**src/ktc_pkg.sv**
```systemverilog
package ktc_pkg;

    // slot and key geometry
    localparam int NUM_SLOTS      = 10;
    localparam int NUM_CYCLE_KEYS = 2;
    localparam int KEY_COUNT      = NUM_SLOTS + NUM_CYCLE_KEYS + 1;
    localparam int MAP_KEYS       = 13;
    localparam int MATCH_KEYS     = (KEY_COUNT < MAP_KEYS) ? KEY_COUNT : MAP_KEYS;
    localparam int MAP_W          = 8 * MAP_KEYS;
    localparam int SLOT_IW        = (NUM_SLOTS > 1) ? $clog2(NUM_SLOTS) : 1;
    localparam int KEY_W          = $clog2(KEY_COUNT);

    // field widths
    localparam int TIME_W    = 32;
    localparam int THR_W     = 16;
    localparam int CODE_W    = 8;
    localparam int SLOT_W    = 4;
    localparam int CFG_IDX_W = 3;
    localparam int CFG_DAT_W = 64;
    localparam int MAP_LO_W  = 64;
    localparam int MAP_HI_W  = 40;

    // configuration register indexes
    localparam logic [CFG_IDX_W-1:0] REG_ENABLED      = 3'd0;
    localparam logic [CFG_IDX_W-1:0] REG_READ_ONLY    = 3'd1;
    localparam logic [CFG_IDX_W-1:0] REG_HOLD_MS      = 3'd2;
    localparam logic [CFG_IDX_W-1:0] REG_DOUBLE_TAP   = 3'd3;
    localparam logic [CFG_IDX_W-1:0] REG_CYCLE_HOLD   = 3'd4;
    localparam logic [CFG_IDX_W-1:0] REG_KEY_MAP_LOW  = 3'd5;
    localparam logic [CFG_IDX_W-1:0] REG_KEY_MAP_HIGH = 3'd6;

    // key edge codes
    localparam logic [1:0] EDGE_DOWN = 2'd0;
    localparam logic [1:0] EDGE_HELD = 2'd1;
    localparam logic [1:0] EDGE_UP   = 2'd2;

    // slot flag bits
    localparam int FLAG_PRESSED = 0;
    localparam int FLAG_HOLD    = 1;
    localparam int FLAG_PENDING = 2;

    typedef enum logic [2:0] {
        ACT_NONE       = 3'd0,
        ACT_EQUIP_R    = 3'd1,
        ACT_EQUIP_L    = 3'd2,
        ACT_EQUIP_BOTH = 3'd3,
        ACT_CYCLE_TAP  = 3'd4,
        ACT_CYCLE_HOLD = 3'd5,
        ACT_TOGGLE     = 3'd6
    } action_t;

    typedef logic [SLOT_W-1:0] slot_t;

    typedef struct packed {
        logic              enabled;
        logic              read_only;
        logic [THR_W-1:0]  hold_ms;
        logic [THR_W-1:0]  double_tap_ms;
        logic [THR_W-1:0]  cycle_hold_ms;
    } cfg_t;

    typedef struct packed {
        logic              func;
        logic [CODE_W-1:0] key_code;
        logic              from_keyboard;
        logic              typing_active;
        logic [1:0]        edge_req;
        logic [TIME_W-1:0] now_ms;
    } in_item_t;

    typedef struct packed {
        logic    consumed;
        action_t action;
        slot_t   slot;
        logic    cycle_backward;
        logic    last;
    } result_t;

    typedef struct packed {
        logic               hit;
        logic               is_slot;
        logic               is_cycle;
        logic [SLOT_IW-1:0] slot;
        logic               backward;
    } match_t;

endpackage

```
**src/ktc_in_if.sv**
```systemverilog
interface ktc_in_if;
    logic                       valid;
    logic                       ready;
    logic                       func;
    logic [ktc_pkg::CODE_W-1:0] key_code;
    logic                       from_keyboard;
    logic                       typing_active;
    logic [1:0]                 edge_req;
    logic [ktc_pkg::TIME_W-1:0] now_ms;

    modport source (output valid, func, key_code, from_keyboard, typing_active, edge_req,
                    now_ms, input ready);
    modport sink (input valid, func, key_code, from_keyboard, typing_active, edge_req,
                  now_ms, output ready);
endinterface

```
**src/ktc_out_if.sv**
```systemverilog
interface ktc_out_if;
    logic                       valid;
    logic                       ready;
    logic                       consumed;
    logic [2:0]                 action;
    logic [ktc_pkg::SLOT_W-1:0] slot;
    logic                       cycle_backward;
    logic                       last;

    modport source (output valid, consumed, action, slot, cycle_backward, last,
                    input ready);
    modport sink (input valid, consumed, action, slot, cycle_backward, last,
                  output ready);
endinterface

```
**src/ktc_cfg_if.sv**
```systemverilog
interface ktc_cfg_if;
    logic                          valid;
    logic                          ready;
    logic [ktc_pkg::CFG_IDX_W-1:0] index;
    logic [ktc_pkg::CFG_DAT_W-1:0] data;

    modport source (output valid, index, data, input ready);
    modport sink (input valid, index, data, output ready);
endinterface

```
**src/key_tap_hold_double_tap_classifier.sv**
```systemverilog
// Sequence: a key event gives its single result from the decode state, or for cycle keys
// and for slot keys outside read-only mode from the slot or cycle state after it; a frame
// tick scans one slot timer per cycle across all NUM_SLOTS slots, then sends one result
// per fired slot, one per cycle while the output is not stalled. Throughput: one item at a
// time; the input is ready again once the last result is registered.
// Reset: asynchronous, clears all press state and times, loads the default settings.
module key_tap_hold_double_tap_classifier (
    input  logic       clk,
    input  logic       rst_n,
    ktc_in_if.sink     in_ch,
    ktc_out_if.source  out_ch,
    ktc_cfg_if.sink    cfg_ch
);

    logic                              enabled_reg;
    logic                              read_only_reg;
    logic [ktc_pkg::THR_W-1:0]         hold_reg;
    logic [ktc_pkg::THR_W-1:0]         dtap_reg;
    logic [ktc_pkg::THR_W-1:0]         chold_reg;
    logic [ktc_pkg::MAP_LO_W-1:0]      map_low_reg;
    logic [ktc_pkg::MAP_HI_W-1:0]      map_high_reg;

    logic                              cfg_wr;
    logic                              map_write;
    ktc_pkg::cfg_t                     cfg;
    ktc_pkg::in_item_t                 in_item;
    ktc_pkg::result_t                  res;

    // configuration writes are always taken
    assign cfg_ch.ready = 1'b1;
    assign cfg_wr       = cfg_ch.valid;
    assign map_write    = cfg_wr && (cfg_ch.index == ktc_pkg::REG_KEY_MAP_LOW ||
                                     cfg_ch.index == ktc_pkg::REG_KEY_MAP_HIGH);

    always_ff @(posedge clk or negedge rst_n)
    begin
        if (!rst_n)
        begin
            enabled_reg   <= 1'b1;
            read_only_reg <= 1'b0;
            hold_reg      <= ktc_pkg::THR_W'(500);
            dtap_reg      <= ktc_pkg::THR_W'(300);
            chold_reg     <= ktc_pkg::THR_W'(500);
            map_low_reg   <= '0;
            map_high_reg  <= '0;
        end
        else if (cfg_wr)
        begin
            unique case (cfg_ch.index)
                ktc_pkg::REG_ENABLED:      enabled_reg   <= cfg_ch.data[0];
                ktc_pkg::REG_READ_ONLY:    read_only_reg <= cfg_ch.data[0];
                ktc_pkg::REG_HOLD_MS:      hold_reg      <= cfg_ch.data[ktc_pkg::THR_W-1:0];
                ktc_pkg::REG_DOUBLE_TAP:   dtap_reg      <= cfg_ch.data[ktc_pkg::THR_W-1:0];
                ktc_pkg::REG_CYCLE_HOLD:   chold_reg     <= cfg_ch.data[ktc_pkg::THR_W-1:0];
                ktc_pkg::REG_KEY_MAP_LOW:  map_low_reg   <= cfg_ch.data[ktc_pkg::MAP_LO_W-1:0];
                ktc_pkg::REG_KEY_MAP_HIGH: map_high_reg  <= cfg_ch.data[ktc_pkg::MAP_HI_W-1:0];
                default:                   enabled_reg   <= enabled_reg;
            endcase
        end
    end

    // settings bundle for the sequencer
    always_comb
    begin
        cfg.enabled       = enabled_reg;
        cfg.read_only     = read_only_reg;
        cfg.hold_ms       = hold_reg;
        cfg.double_tap_ms = dtap_reg;
        cfg.cycle_hold_ms = chold_reg;
    end

    // input item fields
    always_comb
    begin
        in_item.func          = in_ch.func;
        in_item.key_code      = in_ch.key_code;
        in_item.from_keyboard = in_ch.from_keyboard;
        in_item.typing_active = in_ch.typing_active;
        in_item.edge_req      = in_ch.edge_req;
        in_item.now_ms        = in_ch.now_ms;
    end

    ktc_core u_core (
        .clk       (clk),
        .rst_n     (rst_n),
        .cfg       (cfg),
        .key_map   ({map_high_reg, map_low_reg}),
        .map_write (map_write),
        .in_valid  (in_ch.valid),
        .in_ready  (in_ch.ready),
        .in_item   (in_item),
        .out_valid (out_ch.valid),
        .out_ready (out_ch.ready),
        .out_res   (res)
    );

    // result item fields
    assign out_ch.consumed       = res.consumed;
    assign out_ch.action         = res.action;
    assign out_ch.slot           = res.slot;
    assign out_ch.cycle_backward = res.cycle_backward;
    assign out_ch.last           = res.last;

endmodule

```
**src/ktc_match.sv**
```systemverilog
module ktc_match (
    input  logic [ktc_pkg::MAP_W-1:0]  key_map,
    input  logic [ktc_pkg::CODE_W-1:0] key_code,
    output ktc_pkg::match_t            match
);

    logic                       hit;
    logic [ktc_pkg::KEY_W-1:0]  key;

    // priority search, lowest bound key wins
    always_comb
    begin
        hit = 1'b0;
        key = '0;
        for (int k = ktc_pkg::MATCH_KEYS - 1; k >= 0; k--)
        begin
            if (key_map[k*8 +: 8] != '0 && key_map[k*8 +: 8] == key_code)
            begin
                hit = 1'b1;
                key = ktc_pkg::KEY_W'(k);
            end
        end
    end

    // classify the matched key
    always_comb
    begin
        match.hit      = hit;
        match.is_slot  = key < ktc_pkg::KEY_W'(ktc_pkg::NUM_SLOTS);
        match.is_cycle = (key >= ktc_pkg::KEY_W'(ktc_pkg::NUM_SLOTS)) &&
                         (key < ktc_pkg::KEY_W'(ktc_pkg::NUM_SLOTS + ktc_pkg::NUM_CYCLE_KEYS));
        match.slot     = key[ktc_pkg::SLOT_IW-1:0];
        match.backward = key == ktc_pkg::KEY_W'(ktc_pkg::NUM_SLOTS);
    end

endmodule

```
**src/ktc_elapsed.sv**
```systemverilog
module ktc_elapsed (
    input  logic [ktc_pkg::TIME_W-1:0] now_ms,
    input  logic [ktc_pkg::TIME_W-1:0] then_ms,
    input  logic [ktc_pkg::THR_W-1:0]  thr_ms,
    output logic                       ge,
    output logic                       gt
);

    logic [ktc_pkg::TIME_W-1:0] diff;
    logic [ktc_pkg::TIME_W-1:0] thr_ext;

    // wrapping elapsed time against a threshold
    assign diff    = now_ms - then_ms;
    assign thr_ext = ktc_pkg::TIME_W'(thr_ms);
    assign ge      = diff >= thr_ext;
    assign gt      = diff > thr_ext;

endmodule

```
**src/ktc_core.sv**
```systemverilog
module ktc_core (
    input  logic                      clk,
    input  logic                      rst_n,
    input  ktc_pkg::cfg_t             cfg,
    input  logic [ktc_pkg::MAP_W-1:0] key_map,
    input  logic                      map_write,
    input  logic                      in_valid,
    output logic                      in_ready,
    input  ktc_pkg::in_item_t         in_item,
    output logic                      out_valid,
    input  logic                      out_ready,
    output ktc_pkg::result_t          out_res
);

    typedef enum logic [5:0] {
        S_IDLE   = 6'b000001,
        S_DECODE = 6'b000010,
        S_SLOT   = 6'b000100,
        S_CYCLE  = 6'b001000,
        S_SCAN   = 6'b010000,
        S_EMIT   = 6'b100000
    } state_t;

    localparam int NS = ktc_pkg::NUM_SLOTS;
    localparam int NC = ktc_pkg::NUM_CYCLE_KEYS;
    localparam int TW = ktc_pkg::TIME_W;
    localparam int IW = ktc_pkg::SLOT_IW;

    state_t                   state_reg, state_next;
    ktc_pkg::in_item_t        item_reg, item_next;
    logic [TW-1:0]            frame_time_reg, frame_time_next;
    logic [TW-1:0]            press_time_reg [NS];
    logic [TW-1:0]            press_time_next [NS];
    logic [TW-1:0]            tap_time_reg [NS];
    logic [TW-1:0]            tap_time_next [NS];
    logic [2:0]               sflags_reg [NS];
    logic [2:0]               sflags_next [NS];
    logic [TW-1:0]            cyc_time_reg [NC];
    logic [TW-1:0]            cyc_time_next [NC];
    logic [1:0]               cflags_reg [NC];
    logic [1:0]               cflags_next [NC];
    logic                     pending_reg, pending_next;
    logic [IW-1:0]            idx_reg, idx_next;
    logic                     csel_reg, csel_next;
    logic [NS-1:0]            fire_reg, fire_next;
    ktc_pkg::result_t         res_reg, res_next;
    logic                     res_valid_reg, res_valid_next;

    ktc_pkg::match_t          match;
    logic [TW-1:0]            el_then;
    logic [ktc_pkg::THR_W-1:0] el_thr;
    logic                     el_ge;
    logic                     el_gt;
    logic                     out_free;
    logic                     ignore;
    logic [2:0]               sf;
    logic [1:0]               cf;
    ktc_pkg::action_t         act;
    logic [IW-1:0]            lo;
    logic [NS-1:0]            rest;

    ktc_match u_match (
        .key_map  (key_map),
        .key_code (item_reg.key_code),
        .match    (match)
    );

    // shared elapsed-time compare, operands picked by state and edge
    always_comb
    begin
        el_then = tap_time_reg[idx_reg];
        el_thr  = cfg.double_tap_ms;
        if (state_reg == S_SLOT && item_reg.edge_req == ktc_pkg::EDGE_HELD)
        begin
            el_then = press_time_reg[idx_reg];
            el_thr  = cfg.hold_ms;
        end
        else if (state_reg == S_CYCLE)
        begin
            el_then = cyc_time_reg[csel_reg];
            el_thr  = cfg.cycle_hold_ms;
        end
    end

    ktc_elapsed u_elapsed (
        .now_ms  (frame_time_reg),
        .then_ms (el_then),
        .thr_ms  (el_thr),
        .ge      (el_ge),
        .gt      (el_gt)
    );

    assign in_ready  = state_reg == S_IDLE;
    assign out_valid = res_valid_reg;
    assign out_res   = res_reg;
    assign out_free  = !res_valid_reg || out_ready;
    assign ignore    = !cfg.enabled || !item_reg.from_keyboard || item_reg.typing_active;

    // lowest fired slot for the emit pass
    always_comb
    begin
        lo = '0;
        for (int i = NS - 1; i >= 0; i--)
        begin
            if (fire_reg[i])
            begin
                lo = IW'(i);
            end
        end
        rest = fire_reg & ~(NS'(1) << lo);
    end

    // sequencer
    always_comb
    begin
        state_next      = state_reg;
        item_next       = item_reg;
        frame_time_next = frame_time_reg;
        press_time_next = press_time_reg;
        tap_time_next   = tap_time_reg;
        sflags_next     = sflags_reg;
        cyc_time_next   = cyc_time_reg;
        cflags_next     = cflags_reg;
        pending_next    = pending_reg || map_write;
        idx_next        = idx_reg;
        csel_next       = csel_reg;
        fire_next       = fire_reg;
        res_next        = res_reg;
        res_valid_next  = res_valid_reg && !out_ready;
        sf              = sflags_reg[idx_reg];
        cf              = cflags_reg[csel_reg];
        act             = ktc_pkg::ACT_NONE;

        unique case (state_reg)
            S_IDLE:
            begin
                if (in_valid)
                begin
                    item_next = in_item;
                    if (in_item.func)
                    begin
                        // tick: take a pending clear, then scan slots
                        if (pending_reg)
                        begin
                            for (int i = 0; i < NS; i++)
                            begin
                                press_time_next[i] = '0;
                                tap_time_next[i]   = '0;
                                sflags_next[i]     = '0;
                            end
                            for (int c = 0; c < NC; c++)
                            begin
                                cyc_time_next[c] = '0;
                                cflags_next[c]   = '0;
                            end
                            pending_next = 1'b0;
                        end
                        frame_time_next = in_item.now_ms;
                        idx_next        = '0;
                        fire_next       = '0;
                        state_next      = S_SCAN;
                    end
                    else
                    begin
                        state_next = S_DECODE;
                    end
                end
            end

            S_DECODE:
            begin
                if (out_free)
                begin
                    res_next.consumed       = 1'b0;
                    res_next.action         = ktc_pkg::ACT_NONE;
                    res_next.slot           = '0;
                    res_next.cycle_backward = 1'b0;
                    res_next.last           = 1'b1;
                    res_valid_next          = 1'b1;
                    state_next              = S_IDLE;
                    if (!ignore)
                    begin
                        if (pending_reg)
                        begin
                            for (int i = 0; i < NS; i++)
                            begin
                                press_time_next[i] = '0;
                                tap_time_next[i]   = '0;
                                sflags_next[i]     = '0;
                            end
                            for (int c = 0; c < NC; c++)
                            begin
                                cyc_time_next[c] = '0;
                                cflags_next[c]   = '0;
                            end
                            pending_next = 1'b0;
                        end
                        if (match.hit)
                        begin
                            res_next.consumed = 1'b1;
                            if (match.is_slot)
                            begin
                                if (!cfg.read_only)
                                begin
                                    res_valid_next = 1'b0;
                                    idx_next       = match.slot;
                                    state_next     = S_SLOT;
                                end
                            end
                            else if (match.is_cycle)
                            begin
                                res_valid_next = 1'b0;
                                csel_next      = !match.backward;
                                state_next     = S_CYCLE;
                            end
                            else if (item_reg.edge_req == ktc_pkg::EDGE_DOWN)
                            begin
                                res_next.action = ktc_pkg::ACT_TOGGLE;
                            end
                        end
                    end
                end
            end

            S_SLOT:
            begin
                if (out_free)
                begin
                    case (item_reg.edge_req)
                        ktc_pkg::EDGE_DOWN:
                        begin
                            press_time_next[idx_reg] = frame_time_reg;
                            sf[ktc_pkg::FLAG_PRESSED] = 1'b1;
                            sf[ktc_pkg::FLAG_HOLD]    = 1'b0;
                        end
                        ktc_pkg::EDGE_HELD:
                        begin
                            if (sf[ktc_pkg::FLAG_PRESSED] && !sf[ktc_pkg::FLAG_HOLD] && el_ge)
                            begin
                                sf[ktc_pkg::FLAG_HOLD]    = 1'b1;
                                sf[ktc_pkg::FLAG_PENDING] = 1'b0;
                                act = ktc_pkg::ACT_EQUIP_BOTH;
                            end
                        end
                        ktc_pkg::EDGE_UP:
                        begin
                            if (sf[ktc_pkg::FLAG_PRESSED] && !sf[ktc_pkg::FLAG_HOLD])
                            begin
                                if (sf[ktc_pkg::FLAG_PENDING] && !el_ge)
                                begin
                                    sf[ktc_pkg::FLAG_PENDING] = 1'b0;
                                    act = ktc_pkg::ACT_EQUIP_L;
                                end
                                else
                                begin
                                    tap_time_next[idx_reg] = frame_time_reg;
                                    sf[ktc_pkg::FLAG_PENDING] = 1'b1;
                                end
                            end
                            sf[ktc_pkg::FLAG_PRESSED] = 1'b0;
                        end
                        default:
                        begin
                            sf = sflags_reg[idx_reg];
                        end
                    endcase
                    sflags_next[idx_reg]    = sf;
                    res_next.consumed       = 1'b1;
                    res_next.action         = act;
                    res_next.slot           = (act != ktc_pkg::ACT_NONE) ?
                                              ktc_pkg::slot_t'(idx_reg) : '0;
                    res_next.cycle_backward = 1'b0;
                    res_next.last           = 1'b1;
                    res_valid_next          = 1'b1;
                    state_next              = S_IDLE;
                end
            end

            S_CYCLE:
            begin
                if (out_free)
                begin
                    case (item_reg.edge_req)
                        ktc_pkg::EDGE_DOWN:
                        begin
                            cyc_time_next[csel_reg] = frame_time_reg;
                            cf[ktc_pkg::FLAG_PRESSED] = 1'b1;
                            cf[ktc_pkg::FLAG_HOLD]    = 1'b0;
                        end
                        ktc_pkg::EDGE_HELD:
                        begin
                            if (cf[ktc_pkg::FLAG_PRESSED] && !cf[ktc_pkg::FLAG_HOLD] && el_ge)
                            begin
                                cf[ktc_pkg::FLAG_HOLD] = 1'b1;
                                act = ktc_pkg::ACT_CYCLE_HOLD;
                            end
                        end
                        ktc_pkg::EDGE_UP:
                        begin
                            if (cf[ktc_pkg::FLAG_PRESSED] && !cf[ktc_pkg::FLAG_HOLD])
                            begin
                                act = ktc_pkg::ACT_CYCLE_TAP;
                            end
                            cf[ktc_pkg::FLAG_PRESSED] = 1'b0;
                        end
                        default:
                        begin
                            cf = cflags_reg[csel_reg];
                        end
                    endcase
                    cflags_next[csel_reg]   = cf;
                    res_next.consumed       = 1'b1;
                    res_next.action         = act;
                    res_next.slot           = '0;
                    res_next.cycle_backward = (act != ktc_pkg::ACT_NONE) && !csel_reg;
                    res_next.last           = 1'b1;
                    res_valid_next          = 1'b1;
                    state_next              = S_IDLE;
                end
            end

            S_SCAN:
            begin
                // one slot timer per cycle
                if (sflags_reg[idx_reg][ktc_pkg::FLAG_PENDING] && el_gt)
                begin
                    sflags_next[idx_reg][ktc_pkg::FLAG_PENDING] = 1'b0;
                    fire_next[idx_reg] = 1'b1;
                end
                if (idx_reg == IW'(NS - 1))
                begin
                    state_next = S_EMIT;
                end
                else
                begin
                    idx_next = idx_reg + 1'b1;
                end
            end

            S_EMIT:
            begin
                if (fire_reg == '0)
                begin
                    state_next = S_IDLE;
                end
                else if (out_free)
                begin
                    res_next.consumed       = 1'b0;
                    res_next.action         = ktc_pkg::ACT_EQUIP_R;
                    res_next.slot           = ktc_pkg::slot_t'(lo);
                    res_next.cycle_backward = 1'b0;
                    res_next.last           = rest == '0;
                    res_valid_next          = 1'b1;
                    fire_next               = rest;
                end
            end

            default:
            begin
                state_next = S_IDLE;
            end
        endcase
    end

    // state registers
    always_ff @(posedge clk or negedge rst_n)
    begin
        if (!rst_n)
        begin
            state_reg      <= S_IDLE;
            frame_time_reg <= '0;
            pending_reg    <= 1'b0;
            res_valid_reg  <= 1'b0;
            idx_reg        <= '0;
            csel_reg       <= 1'b0;
            fire_reg       <= '0;
            for (int i = 0; i < NS; i++)
            begin
                press_time_reg[i] <= '0;
                tap_time_reg[i]   <= '0;
                sflags_reg[i]     <= '0;
            end
            for (int c = 0; c < NC; c++)
            begin
                cyc_time_reg[c] <= '0;
                cflags_reg[c]   <= '0;
            end
        end
        else
        begin
            state_reg      <= state_next;
            frame_time_reg <= frame_time_next;
            pending_reg    <= pending_next;
            res_valid_reg  <= res_valid_next;
            idx_reg        <= idx_next;
            csel_reg       <= csel_next;
            fire_reg       <= fire_next;
            press_time_reg <= press_time_next;
            tap_time_reg   <= tap_time_next;
            sflags_reg     <= sflags_next;
            cyc_time_reg   <= cyc_time_next;
            cflags_reg     <= cflags_next;
        end
    end

    // payload registers
    always_ff @(posedge clk)
    begin
        item_reg <= item_next;
        res_reg  <= res_next;
    end

endmodule

```
**src/flat_wrapper.sv**
```systemverilog
// flat-port wrapper written by rule: the top's interface ports become plain ports
module key_tap_hold_double_tap_classifier_flat 
  (clk, rst_n, in_ch_valid, in_ch_func, in_ch_key_code, in_ch_from_keyboard, in_ch_typing_active, in_ch_edge_req, in_ch_now_ms, in_ch_ready, out_ch_valid, out_ch_consumed, out_ch_action, out_ch_slot, out_ch_cycle_backward, out_ch_last, out_ch_ready, cfg_ch_valid, cfg_ch_index, cfg_ch_data, cfg_ch_ready);
  ktc_in_if in_ch_i ();
  ktc_out_if out_ch_i ();
  ktc_cfg_if cfg_ch_i ();
  input  logic clk;
  input  logic rst_n;
  input wire logic [$bits(in_ch_i.valid)-1:0] in_ch_valid;
  input wire logic [$bits(in_ch_i.func)-1:0] in_ch_func;
  input wire logic [$bits(in_ch_i.key_code)-1:0] in_ch_key_code;
  input wire logic [$bits(in_ch_i.from_keyboard)-1:0] in_ch_from_keyboard;
  input wire logic [$bits(in_ch_i.typing_active)-1:0] in_ch_typing_active;
  input wire logic [$bits(in_ch_i.edge_req)-1:0] in_ch_edge_req;
  input wire logic [$bits(in_ch_i.now_ms)-1:0] in_ch_now_ms;
  output wire logic [$bits(in_ch_i.ready)-1:0] in_ch_ready;
  output wire logic [$bits(out_ch_i.valid)-1:0] out_ch_valid;
  output wire logic [$bits(out_ch_i.consumed)-1:0] out_ch_consumed;
  output wire logic [$bits(out_ch_i.action)-1:0] out_ch_action;
  output wire logic [$bits(out_ch_i.slot)-1:0] out_ch_slot;
  output wire logic [$bits(out_ch_i.cycle_backward)-1:0] out_ch_cycle_backward;
  output wire logic [$bits(out_ch_i.last)-1:0] out_ch_last;
  input wire logic [$bits(out_ch_i.ready)-1:0] out_ch_ready;
  input wire logic [$bits(cfg_ch_i.valid)-1:0] cfg_ch_valid;
  input wire logic [$bits(cfg_ch_i.index)-1:0] cfg_ch_index;
  input wire logic [$bits(cfg_ch_i.data)-1:0] cfg_ch_data;
  output wire logic [$bits(cfg_ch_i.ready)-1:0] cfg_ch_ready;
  assign in_ch_i.valid = in_ch_valid;
  assign in_ch_i.func = in_ch_func;
  assign in_ch_i.key_code = in_ch_key_code;
  assign in_ch_i.from_keyboard = in_ch_from_keyboard;
  assign in_ch_i.typing_active = in_ch_typing_active;
  assign in_ch_i.edge_req = in_ch_edge_req;
  assign in_ch_i.now_ms = in_ch_now_ms;
  assign in_ch_ready = in_ch_i.ready;
  assign out_ch_valid = out_ch_i.valid;
  assign out_ch_consumed = out_ch_i.consumed;
  assign out_ch_action = out_ch_i.action;
  assign out_ch_slot = out_ch_i.slot;
  assign out_ch_cycle_backward = out_ch_i.cycle_backward;
  assign out_ch_last = out_ch_i.last;
  assign out_ch_i.ready = out_ch_ready;
  assign cfg_ch_i.valid = cfg_ch_valid;
  assign cfg_ch_i.index = cfg_ch_index;
  assign cfg_ch_i.data = cfg_ch_data;
  assign cfg_ch_ready = cfg_ch_i.ready;
  key_tap_hold_double_tap_classifier u_core (.clk(clk), .rst_n(rst_n), .in_ch(in_ch_i), .out_ch(out_ch_i), .cfg_ch(cfg_ch_i));
endmodule
```
**config.mk**
```make
export PLATFORM = sky130hd
export DESIGN_NAME = key_tap_hold_double_tap_classifier_flat
export DESIGN_NICKNAME = d
export VERILOG_FILES = /design/src/ktc_pkg.sv /design/src/ktc_in_if.sv /design/src/ktc_out_if.sv /design/src/ktc_cfg_if.sv /design/src/key_tap_hold_double_tap_classifier.sv /design/src/ktc_match.sv /design/src/ktc_elapsed.sv /design/src/ktc_core.sv /design/src/flat_wrapper.sv
export SDC_FILE = /design/constraint.sdc
export NUM_CORES = 2
export LEC_CHECK = 0
export BUFFER_PORTS_ARGS = -buffer_cell sky130_fd_sc_hd__buf_2
export CAP_MARGIN = 10
export CORE_MARGIN = 4
export CORE_UTILIZATION = 57
export DETAILED_ROUTE_END_ITERATION = 8
export GPL_TIMING_DRIVEN = 0
export PLACE_DENSITY = 0.77
export SETUP_SLACK_MARGIN = 0.4
export SKIP_LAST_GASP = 1
export SYNTH_ARGS = -nofsm -noshare
export SYNTH_HDL_FRONTEND = slang
export SYNTH_HIERARCHICAL = 1
export SYNTH_SLANG_ARGS = --single-unit
```
**constraint.sdc**
```tcl
create_clock -name clk -period 6.2 [get_ports clk]
set_input_delay 1.24 -clock clk [delete_from_list [all_inputs] [get_ports clk]]
set_output_delay 1.24 -clock clk [all_outputs]
set_load 0.02 [all_outputs]
```
After elaboration in Yosys (flattened, before gate mapping)
Index checks and enable logic that the tools add are counted.
{ "word_totals": {"input_bits": 117, "out_inout_bits": 13, "reg_bits": 969} }
{ "op_classes": {"magnitude_cmp": 11, "n_shift": 1, "n_reduce_logical": 86, "bitwise": 9, "n_eq_ne": 50, "n_addsub": 2, "muxes": 197} }
{ "ops": {"columns": ["op", "n"], "rows": [
  ["2-to-1 mux 320 bit", 16],
  ["case mux 320 bit (3 select lines)", 2],
  ["bitwise mux 320 bit", 2],
  ["2-to-1 mux 64 bit", 7],
  ["2-to-1 mux 32 bit", 11],
  ["binary-select mux 32 bit (select 4 bit)", 2],
  ["2-to-1 mux 30 bit", 7],
  ["case mux 64 bit (3 select lines)", 1],
  ["2-to-1 mux 4 bit", 41],
  ["demux 32 bit (select 4 bit)", 1],
  ["case mux 30 bit (4 select lines)", 1],
  ["equality test 8 bit", 13],
  ["nonzero test 8 bit", 13],
  ["2-to-1 mux 10 bit", 10],
  ["bitwise mux 64 bit", 1],
  ["2-to-1 mux 6 bit", 8],
  ["2-to-1 mux 3 bit", 14],
  ["2-to-1 mux 1 bit", 40],
  ["case mux 10 bit (4 select lines)", 1],
  ["demux 32 bit (select 1 bit)", 1],
  ["greater-or-equal comparator 32 x 16 -> 1 bit", 1],
  ["> comparator 32 x 16 -> 1 bit", 1],
  ["2-to-1 mux 16 bit", 2],
  ["subtractor 32 bit", 1],
  ["62 further kinds", 159]
]} }

Longest topological paths before layout
{ "logic_depth": {"word_depth": 23, "ltp_mapped": 36} }

By module
The synthesis kept the hierarchy.
{ "modules_own_cells": {"columns": ["mod", "area_per_inst_um2", "cells_per_inst", "instances", "seq_area_each_um2"], "rows": [
  ["ktc_core", 36879.1, 2875, 1, 20505.9],
  ["key_tap_hold_double_tap_classifier", 5856.9, 337, 1, 3875.0],
  ["ktc_elapsed", 2389.8, 363, 1, 0.0],
  ["ktc_match", 1714.1, 226, 1, 0.0]
]} }

Least setup slack after synthesis
OpenSTA, ideal clock, no wires.
{ "synth_timing": {"kind": "register to register", "from": "reg u_core.u_core.idx_reg[0]", "to": "reg u_core/u_core/tap_time_reg[33] in the netlist's numbering", "path_stages_with_launch": 33, "slack_ns": -0.173, "arrival_ns": 6.306, "setup_time_ns": 0.066, "cell_sequence": "dfrtp_1 -> buf_6 -> buf_2 -> buf_2 -> buf_1 -> mux4_2 -> a22oi_1 -> o21ai_0 -> inv_1 -> ha_1 -> clkbuf_2 -> a21oi_1 -> nand2_1 -> o211ai_1 -> o211ai_1 -> a21o_1 -> a21oi_1 -> xnor2_1 -> ha_1 -> nand2_1 -> nor2_1 -> a221oi_1 -> o21ai_0 -> o22a_1 -> a21oi_1 -> nand3_1 -> clkbuf_1 -> o211ai_1 -> buf_2 -> nor3_1 -> o21ai_1 -> clkbuf_1 -> a22o_1"} }
{ "synth_via": {"elab_chain_len": 12} }
{ "synth_rtl": {"columns": ["element", "line_no", "rtl"], "rows": [
  ["start, declared", "ktc_core.sv:43", "logic [IW-1:0] idx_reg, idx_next;"],
  ["start signal, assigned", "ktc_core.sv:395", "idx_reg <= idx_next;"],
  ["NOT 4 -> 5 bit (not written as such) (*)", "ktc_core.sv:71, ktc_core.sv:75", null],
  ["binary-select mux 32 bit (select 4 bit)", "ktc_core.sv:71", "el_then = tap_time_reg[idx_reg];"],
  ["2-to-1 mux 32 bit (not written as such) (2 in a row)", "ktc_core.sv:71", null],
  ["2-to-1 mux 32 bit", "ktc_core.sv:78", "else if (state_reg == S_CYCLE)"],
  ["2-to-1 mux 32 bit (*)", "ktc_core.sv:73", "if (state_reg == S_SLOT && item_reg.edge_req == ktc_pkg::EDGE_HELD)"],
  ["named net u_core.u_core.el_then[6]", "ktc_core.sv:50", "logic [TW-1:0] el_then;"],
  ["subtractor 32 bit (*)", "ktc_elapsed.sv:13", "assign diff = now_ms - then_ms;"],
  ["greater-or-equal comparator 32 x 16 -> 1 bit (*)", "ktc_elapsed.sv:15", "assign ge = diff >= thr_ext;"],
  ["named net u_core.u_core.el_ge", "ktc_core.sv:52", "logic el_ge;"],
  ["zero test 1 bit (*)", "ktc_core.sv:249", "if (sf[ktc_pkg::FLAG_PENDING] && !el_ge)"],
  ["logical AND 1 bit (*)", "ktc_core.sv:249", null],
  ["!= test 2 bit (no line) (*)", null, null],
  ["AND reduction 9 bit (no line) (*)", null, null],
  ["end signal, assigned", "ktc_core.sv:399", "tap_time_reg <= tap_time_next;"],
  ["end, declared", "ktc_core.sv:34", "logic [TW-1:0] tap_time_reg [NS];"]
]} }
The timed path passes the listed nets; every way through them passes the cells marked *. The select of a mux whose other input is x is not followed.
A chain may end at the register's enable or synchronous reset.

Final worst setup path
{ "layout_timing": {"from": "reg u_core.u_core.idx_reg[0]", "to": "reg u_core/u_core/tap_time_reg[72] in the netlist's numbering"} }
The elaborated chain is that of the path after synthesis.

==> results.sh <==
export IMPL_run_status="finished, violations left"
export IMPL_violations="negative setup slack"
export IMPL_clk_latency_ns=0.68
export IMPL_gp_congestion=0.9901
export IMPL_critPathCapture="u_core/u_core/tap_time_reg[72]$_DFFE_PN0P_"
export IMPL_r2r_setup_slack_ns=-0.41
export IMPL_rsz0062_at_grt="yes"
export IMPL_grt_pass1_wl_mm=232.2
export IMPL_dp_hpwl_mm=105.1
export IMPL_critPathSlowestCell="mux4_2"
export IMPL_wl_per_cell_um=30.12
export IMPL_criticalPathCategory="flip-flop to flip-flop"
export IMPL_cp_start_kind="flip-flop"
export IMPL_r2r_end="u_core/u_core/tap_time_reg[72]$_DFFE_PN0P_"
export IMPL_overflow=0
export IMPL_ys_top_cells_by_area="dfrtp_1 50%, a22o_1 14%, mux4_2 6.2%, mux2_2 2.6%, mux2_1 2.2%"
export IMPL_vias=37100
export IMPL_p_leak_uw=0.02454
export IMPL_async_flop_share_pct=97.73
export IMPL_vias_per_cell=7.014
export IMPL_grt_max_degree=117
export IMPL_yosys_area_top_type_share_pct=49.63
export IMPL_synth_top_family_by_area="compound AO/OA/AOI/OAI gates"
export IMPL_ys_flop_type="dfrtp_1"
export IMPL_die_area_um2=86820
export IMPL_hold_violations=0
export IMPL_syn_area_um2=46840
export IMPL_htree_num_levels=3
export IMPL_synth_area_mux_share_pct=13.19
export IMPL_worst_pin_slew_ns=1.411
export IMPL_die_y_um=294.7
export IMPL_synthSimpleGateAreaFrac_pct=6.064
export IMPL_yosysTopAreaCell="dfrtp_1"
export IMPL_layout_drive_gt1_share_pct=24.29
export IMPL_first_global_vias=36580
export IMPL_fin_ws_ns=-0.4095
export IMPL_cap_violations=0
export IMPL_synthToLayoutAreaGrowth_pct=18.40
export IMPL_syn_avg_cell_area_um2=12.32
export IMPL_grt_total_usage_pct=35.57
export IMPL_crit_arrival_ns=7.21
export IMPL_yosys_top_cells_count="929 x dfrtp_1, 724 x a22o_1, 211 x clkbuf_1"
export IMPL_ios=130
export IMPL_row_count=104
export IMPL_port_buffers=126
export IMPL_cp_end_kind="flip-flop"
export IMPL_period_share_pct=106.6
export IMPL_finalSetupViolCount=334
export IMPL_synth_edf_count=22
export IMPL_synth_adder_area_share_pct=1.507
export IMPL_relSlewSlack_pct=5.600
export IMPL_synth_nets=3973
export IMPL_cellPowerDensity_nw_per_um2=382.6
export IMPL_fin_crit_ns=6.610
export IMPL_die_x_um=294.7
export IMPL_post_dp_cell_area_um2=49170
export IMPL_synth_xor_area_share_pct=2.169
export IMPL_cts_made_buffers=98
export IMPL_startpoint="u_core/u_core/idx_reg[0]$_DFFE_PN0P_"
export IMPL_maxSlewViolCount=0
export IMPL_wl_mm=159.3
export IMPL_clkTransAtPathRegs_ns=0.06
export IMPL_ant_nets=0
export IMPL_r2r_start="u_core/u_core/idx_reg[0]$_DFFE_PN0P_"
export IMPL_cts_path_max_buffers=3
export IMPL_yosysSeqAreaShare_pct=52.05
export IMPL_fin_area_um2=55460
export IMPL_drtIter0Drc=4697
export IMPL_yosysMostFrequentCell="dfrtp_1"
export IMPL_hp_class="flip-flop to flip-flop"
export IMPL_antenna_found_initial=6
export IMPL_ys_ff_latch=969
export IMPL_final_core_util_pct=68.52
export IMPL_crit_required_ns=6.80
export IMPL_holdWs_ns=0.4909
export IMPL_initial_core_util_pct=57.87
export IMPL_peakVddDrop_v=0.0003483
export IMPL_yosys_cell_types_count=101
export IMPL_cp_max_fo=10
export IMPL_nets=4311
export IMPL_ys_warn_count=6
export IMPL_power_uw=21220
export IMPL_core_area_um2=80940
export IMPL_finClkSkew_ns=0.03101
export IMPL_cts_tree="done"
export IMPL_max_stage_delay_ns=0.55
export IMPL_dp_cells=4998
export IMPL_clockRootBuffer="clkbuf_16"
export IMPL_synth_compound_area_share_pct=20.55
export IMPL_max_freq_ghz=0.1513
export IMPL_clock_sinks=969
export IMPL_drc=0
export IMPL_fin_cells=5290
export IMPL_dr_pass1_iters=6
export IMPL_reg2regPathDepth=34
export IMPL_synthCells=3801
stage by stage:
step	worst slack, ns	TNS (ns)
2_1_floorplan	0.4079	0
3_3_place_gp	-16.26	-
3_5_place_dp	-2.960	-869.43
4_1_cts	-0.05954	-1.983
5_1_grt	-0.5371	-146.34
6_report	-0.4095	-109.64
where the power goes:
| group | switching [uW] | internal [uW] | total (uW) | leakage (uW) |
|---|---|---|---|---|
| sequential | 641 | 6750 | 7400 | 0.0130 |
| clock | 2610 | 3590 | 6200 | 0.00169 |
| combinational | 5210 | 2410 | 7630 | 0.00982 |
| total | 8460 | 12800 | 21200 | 0.0245 |
final cells by class:
cell class	instances	area, um2
Timing Repair Buffer	237	2405
Antenna cell	10	25.02
Multi-Input combinational cell	2408	21030
Sequential cell	969	24380
Clock inverter	42	486.7
Buffer	357	2629
Fill cell	5650	25480
Clock buffer	139	2919
Inverter	68	260.3
Tap cell	1060	1326
worst min-delay path by stage:
stage	startpoint	endpoint	slack (ns)	cells after the start
2_1_floorplan	u_core/u_core/sflags_reg[13]$_DFFE_PN0P_	u_core/u_core/sflags_reg[13]$_DFFE_PN0P_	0.45	1
3_3_place_gp	u_core/u_core/sflags_reg[7]$_DFFE_PN0P_	u_core/u_core/sflags_reg[7]$_DFFE_PN0P_	0.46	1
3_5_place_dp	u_core/u_core/sflags_reg[7]$_DFFE_PN0P_	u_core/u_core/sflags_reg[7]$_DFFE_PN0P_	0.47	1
4_1_cts	u_core/u_core/sflags_reg[7]$_DFFE_PN0P_	u_core/u_core/sflags_reg[7]$_DFFE_PN0P_	0.49	1
5_1_grt	u_core/u_core/tap_time_reg[299]$_DFFE_PN0P_	u_core/u_core/tap_time_reg[299]$_DFFE_PN0P_	0.50	1
6_report	u_core/hold_reg[12]$_DFFE_PN0P_	u_core/hold_reg[12]$_DFFE_PN0P_	0.49	1
kinds of logic (layout without fill, tap and decap cells):
logic type | after synthesis | count (layout)
other | 1 | 11
muxes | 430 | 430
buffers and inverters | 425 | 843
xor gates and xnor gates | 116 | 116
and+or+nand+nor | 549 | 550
adders and majority gates | 56 | 56
AOI/OAI and AO/OA | 1255 | 1255
DFF | 969 | 969
worst max-delay path: cells and delay by family (launching register included):
family	cells	cell delay (ns)
AOI/OAI and AO/OA	14	2.16
xor gates and xnor gates	1	0.11
adders and majority gates	2	0.62
buffers and inverters	10	1.46
DFF	1	0.39
muxes	1	0.55
and+or+nand+nor	6	1.24
repair_timing:
item,in CTS,in global routing
gates resized for setup,295,134
pin swaps,42,77
hold buffers,0,0
buffers inserted,39,32
endpoints found under the setup margin,360,359
cloned,5,23
routing by layer:
metal / vias to the layer above / track usage (%) / part of all wire, %
met5: - / 0 / 0.017
met4: 2 / 18.70 / 6.5
met3: 635 / 10.25 / 12
met2: 2539 / 53.26 / 44
met1: 18810 / 47.61 / 38
li1: 15120 / - / -
cells in the final DEF (no fill, tap or decap), types with 26 or more instances in the layout:
master       n
clkbuf_8    44
mux4_2     128
nor2_1     117
a22o_1     724
o21ai_1     38
nor4_1      28
nand3_1     50
inv_1       67
buf_12      32
a22oi_1     26
clkbuf_1   154
xnor2_1     51
mux2_1      91
ha_1        49
buf_8       31
buf_2      182
o21ai_0    133
clkbuf_16  129
mux2_2     108
xor2_1      62
dfrtp_1    926
mux2i_1     97
clkinv_2    27
buf_6       26
nand2_1    186
buf_4       71
a21oi_1    121
Note: power is estimated with default switching activity, not from simulation.
